<file path="src/dc16_pkg.sv">
// Package with request types, CRC constants and CRC helper functions.
`timescale 1ns / 1ps
package dc16_pkg;

  localparam logic [15:0] CrcPoly = 16'h8005;
  localparam logic [15:0] CrcInit = 16'h0000;

  typedef struct packed {
    logic [7:0]  data_byte;
    logic        last;
    logic [15:0] ref_crc;
  } in_req_t;

  typedef struct packed {
    logic        match;
    logic [15:0] crc_plain;
    logic [15:0] crc_reflected;
  } out_req_t;

  function automatic logic [15:0] crc_byte(input logic [15:0] crc, input logic [7:0] data);
    logic [15:0] c;
    logic        fb;
    c = crc;
    for (int i = 0; i < 8; i++) begin
      fb = c[15] ^ data[7-i];
      c  = {c[14:0], 1'b0};
      if (fb) begin
        c = c ^ CrcPoly;
      end
    end
    return c;
  endfunction

  function automatic logic [7:0] rev8(input logic [7:0] v);
    logic [7:0] r;
    for (int i = 0; i < 8; i++) begin
      r[i] = v[7-i];
    end
    return r;
  endfunction

  function automatic logic [15:0] rev16(input logic [15:0] v);
    logic [15:0] r;
    for (int i = 0; i < 16; i++) begin
      r[i] = v[15-i];
    end
    return r;
  endfunction

endpackage

</file>
<file path="src/dc16_crc_core.sv">
// Both CRC-16 registers with their byte update, final reflection and compare.
`timescale 1ns / 1ps
module dc16_crc_core (
  input  logic               clk_i,
  input  logic               rst_ni,
  input  logic               valid_i,
  input  dc16_pkg::in_req_t  req_i,
  input  logic               out_free_i,
  output logic               take_o,
  output logic               res_valid_o,
  output dc16_pkg::out_req_t res_o
);

  logic [15:0] plain_q, plain_d;
  logic [15:0] refl_q, refl_d;
  logic [15:0] plain_next;
  logic [15:0] refl_next;
  logic [15:0] refl_final;

  assign take_o      = valid_i && (!req_i.last || out_free_i);
  assign res_valid_o = take_o && req_i.last;

  assign plain_next = dc16_pkg::crc_byte(plain_q, req_i.data_byte);
  assign refl_next  = dc16_pkg::crc_byte(refl_q, dc16_pkg::rev8(req_i.data_byte));
  assign refl_final = dc16_pkg::rev16(refl_next);

  always_comb begin
    plain_d = plain_q;
    refl_d  = refl_q;
    if (take_o) begin
      if (req_i.last) begin
        plain_d = dc16_pkg::CrcInit;
        refl_d  = dc16_pkg::CrcInit;
      end else begin
        plain_d = plain_next;
        refl_d  = refl_next;
      end
    end
  end

  always_ff @(posedge clk_i or negedge rst_ni) begin
    if (!rst_ni) begin
      plain_q <= dc16_pkg::CrcInit;
      refl_q  <= dc16_pkg::CrcInit;
    end else begin
      plain_q <= plain_d;
      refl_q  <= refl_d;
    end
  end

  assign res_o.match         = (plain_next == req_i.ref_crc) || (refl_final == req_i.ref_crc);
  assign res_o.crc_plain     = plain_next;
  assign res_o.crc_reflected = refl_final;

endmodule

</file>
<file path="config.mk">
export PLATFORM = sky130hd
export DESIGN_NAME = dc16_crc_core
export DESIGN_NICKNAME = d
export VERILOG_FILES = /design/src/dc16_pkg.sv /design/src/dc16_crc_core.sv
export SDC_FILE = /design/constraint.sdc
export NUM_CORES = 1
export LEC_CHECK = 0
export ABC_CLOCK_PERIOD_IN_PS = 3200
export BUFFER_PORTS_ARGS = -buffer_cell sky130_fd_sc_hd__buf_4
export CAP_MARGIN = 10
export CORE_ASPECT_RATIO = 0.8
export CORE_UTILIZATION = 40
export CTS_CLUSTER_DIAMETER = 30
export DETAILED_ROUTE_END_ITERATION = 7
export GPL_TIMING_DRIVEN = 0
export PLACE_DENSITY = 0.7
export SKIP_LAST_GASP = 1
export SLEW_MARGIN = 20
export SYNTH_ARGS = -nofsm -noshare
export SYNTH_HDL_FRONTEND = slang
export SYNTH_SLANG_ARGS = --single-unit
</file>
<file path="constraint.sdc">
create_clock -name clk_i -period 3.2 [get_ports clk_i]
set_input_delay 0.16 -clock clk_i [delete_from_list [all_inputs] [get_ports clk_i]]
set_output_delay 0.16 -clock clk_i [all_outputs]
set_load 0.1 [all_outputs]
</file>
==> metrics.csv <==
stage,metric,value,unit
grt,vias in the first global route,2352,
clocking,clk_lat worst skew,290,ps
timing,Max Slew Vio Count,0,
yosys,Synth top cells by count,"33 x nand2_1, 32 x dfrtp_1, 29 x xnor2_1, 28 x xor2_1, 20 x a22o_1",
critical_path,largest fanout on the critical path,10,
worst_hold_path,min-delay worst type,input pin to flop,
yosys,#FFs+latches synth,32,
critical_path,slowest cell on the critical path,xor3_2,
run_status,outcome,completed,
cells_and_area,Final Util,56.1,%
critical_path,"Largest stage delay, worst path",530,ps
routing,Top Layer Used,met4,
cells_and_area,# diodes,0,
yosys,Syn Area/Cell,9.85,µm²
yosys,ys async rst share,100,%
timing,Final setup viols,0,
floorplan,core area,6890,µm²
clocking,CTS buffer count,5,
place,Final HPWL DP,6.30,mm
grt,largest net degree at the start of global routing,33,
yosys,Synth area leader,dfrtp_1,
floorplan,I/O pin cnt,64,
place,dpl ws,-95.6,ps
yosys,share of the synthesized area in the top cell type,28.0,%
grt,grt ovf,0,
floorplan,die area,7480,µm²
critical_path,sum of buffers and inverters on the critical path,2,
floorplan,Cell Rows,27,
timing,crit share post-route,96.7,%
yosys,"Top FF cell, synth",dfrtp_1,
timing,WHS,123,ps
routing,met2 routed WL,3.59,mm
critical_path,crit path cell chain,xor2_2 -> xor3_2 -> buf_2 -> and3_1 -> o21ai_0 -> o211ai_1 -> nor4_2 -> a32o_4 -> buf_6,
timing,Tightest Pin Transition,845,ps
clocking,H-tree depth,2,
routing,post-route ant nets,0,
place,Buffers on Ports,62,
routing,vias per cell,5.59,
cells_and_area,area grow syn2layout,35.4,%
routing,DRT iter0 DRCs,174,
clocking,root buffer cell,clkbuf_8,
yosys,sequential area share after synthesis,28.0,%
routing,Initial DRT Pass Iterations,4,
timing,Fmax,0.323,GHz
timing,Final Critical Period,3090,ps
timing,final hold viol count,0,
grt,first-pass GRT wire length,13.0,mm
grt,initial antenna violation count,0,
routing,drt drc,0,
routing,Routed WL per cell,18.3,µm
timing,skew final,11.3,ps
timing,final worst setup slack,107,ps
yosys,most numerous cell in the Yosys netlist,nand2_1,
critical_path,CP Capture Type,output pin,
place,RD Place Congestion,0.873,
timing,setup TNS,0,ps
yosys,post-synth cell types,50,
clocking,"Clk pin slew, worst setup/hold paths",70,ps
routing,DRT Wirelength,8.25,mm
yosys,Synth Instances,290,
clocking,Longest Clk Path Bufs,2,
yosys,Post-Syn Area,2860,µm²
cells_and_area,layout cells sized above 1,36.3,%
floorplan,Initial Util,41.4,%
critical_path,CP Data Required Time,3040,ps
critical_path,CP arrival,2930,ps
timing,RSZ-0062 raised after global routing,no,
run,Max-cap violations,0,
critical_path,CP startpoint kind,flop,
critical_path,critical path class,flop to output pin,
routing,met1 WL,4.00,mm
floorplan,Die Y-Extent,77.6,µm
routing,routed wl met3,578,µm
yosys,synth top area cells,"dfrtp_1 28%, xnor2_1 8.9%, xor2_1 8.6%, xnor2_2 8.5%, a22o_1 6.1%",
timing,relative slew slack,43.5,%
yosys,net count after synthesis,319,
yosys,number of flops mapped to enable cells by yosys,0,
clocking,CTS tree,yes,
floorplan,die width,96.5,µm
grt,GRT Total Usage,23.5,%
clocking,CTS sink cnt,32,
yosys,synth warn,0,
critical_path,Crit path max-delay family,XOR/XNOR gates,
routing,total number of vias,2521,
cells_and_area,layout net count,392,
registers in the layout, indices dropped and copies added (netlist names):
| signal | cells |
|---|---|
| plain_q | 16 |
| refl_q | 16 |
cell families (layout without fill, tap and decap cells):
kind of cell | Yosys count | after routing | synth area share, %
AOI/OAI and AO/OA | 55 | 55 | 15.4
xor gates and xnor gates | 84 | 84 | 36.4
buffers and inverters | 32 | 106 | 5.74
DFF | 32 | 32 | 28.0
muxes | 1 | 1 | 0.394
and+or+nand+nor | 86 | 86 | 14.1
layout by cell type (no fill, tap or decap), types with 2 or more instances in the layout:
| cell | count |
|---|---|
| buf_4 | 74 |
| nand2_1 | 33 |
| dfrtp_1 | 32 |
| xnor2_1 | 23 |
| xor2_1 | 20 |
| a22o_1 | 20 |
| xnor2_4 | 16 |
| nand3_1 | 14 |
| nor2_1 | 13 |
| clkbuf_1 | 12 |
| xnor2_2 | 10 |
| nor3_1 | 8 |
| xor2_4 | 6 |
| xor2_2 | 6 |
| buf_2 | 5 |
| nor4_1 | 5 |
| o211ai_1 | 5 |
| clkbuf_8 | 5 |
| inv_1 | 4 |
| o21ai_1 | 4 |
| and3_1 | 4 |
| o21ai_0 | 4 |
| inv_2 | 2 |
| a21o_1 | 2 |
| o22ai_1 | 2 |
| nor2b_1 | 2 |
| o221ai_1 | 2 |
| a31o_1 | 2 |
| nand4_1 | 2 |
per-stage QoR:
| stage | area (µm²) | instances |
|---|---|---|
| after floorplan | 3020 | 290 |
| after global placement | 3600 | 439 |
| after detailed placement | 3600 | 439 |
| after CTS | 3790 | 449 |
| after global routing | 3870 | 451 |
| final | 3870 | 451 |
timing repair:
action                                  CTS  global route
endpoints found under the setup margin    1             1
setup buffers                             1             2
resized for setup                         9             5
hold buffers                              1             0
hold endpoints to repair                 32             0
pin swaps                                 1             5
cell type report:
type	instances	area, µm²
fillers	619	3030
multi-input cells	226	2180
flip-flops and latches	32	801
repair buffers	66	502
plain buffers	26	141
well taps	87	109
clock buffers	6	72.6
clock inverters	2	35.0
inverters	6	22.5
final timing paths:
| check | to | cells past startpoint | slack (ps) | startpoint |
|---|---|---|---|---|
| setup / recovery | res_o[32] | 9 | 110 | plain_q[14] |
| hold / removal | refl_q[15] | 2 | 120 | valid_i |
| setup reg to reg | refl_q[15] | 7 | 710 | refl_q[14] |
| hold reg to reg | refl_q[12] | 2 | 530 | refl_q[12] |
| max in group asynchronous | refl_q[12] | 2 | 2530 | rst_ni |
| min in group asynchronous | refl_q[8] | 2 | 350 | rst_ni |
per-layer routing:
| layer | global-route usage [%] | vias up |
|---|---|---|
| met3 | 4.12 | 8 |
| met1 | 37.1 | 1259 |
| li1 | - | 1158 |
| met2 | 33.3 | 96 |
| met4 | 4.71 | 0 |
| met5 | 0 | - |
Power is not shown: default switching activity piles up to over one toggle a cycle in this logic, so the estimate is an artifact.
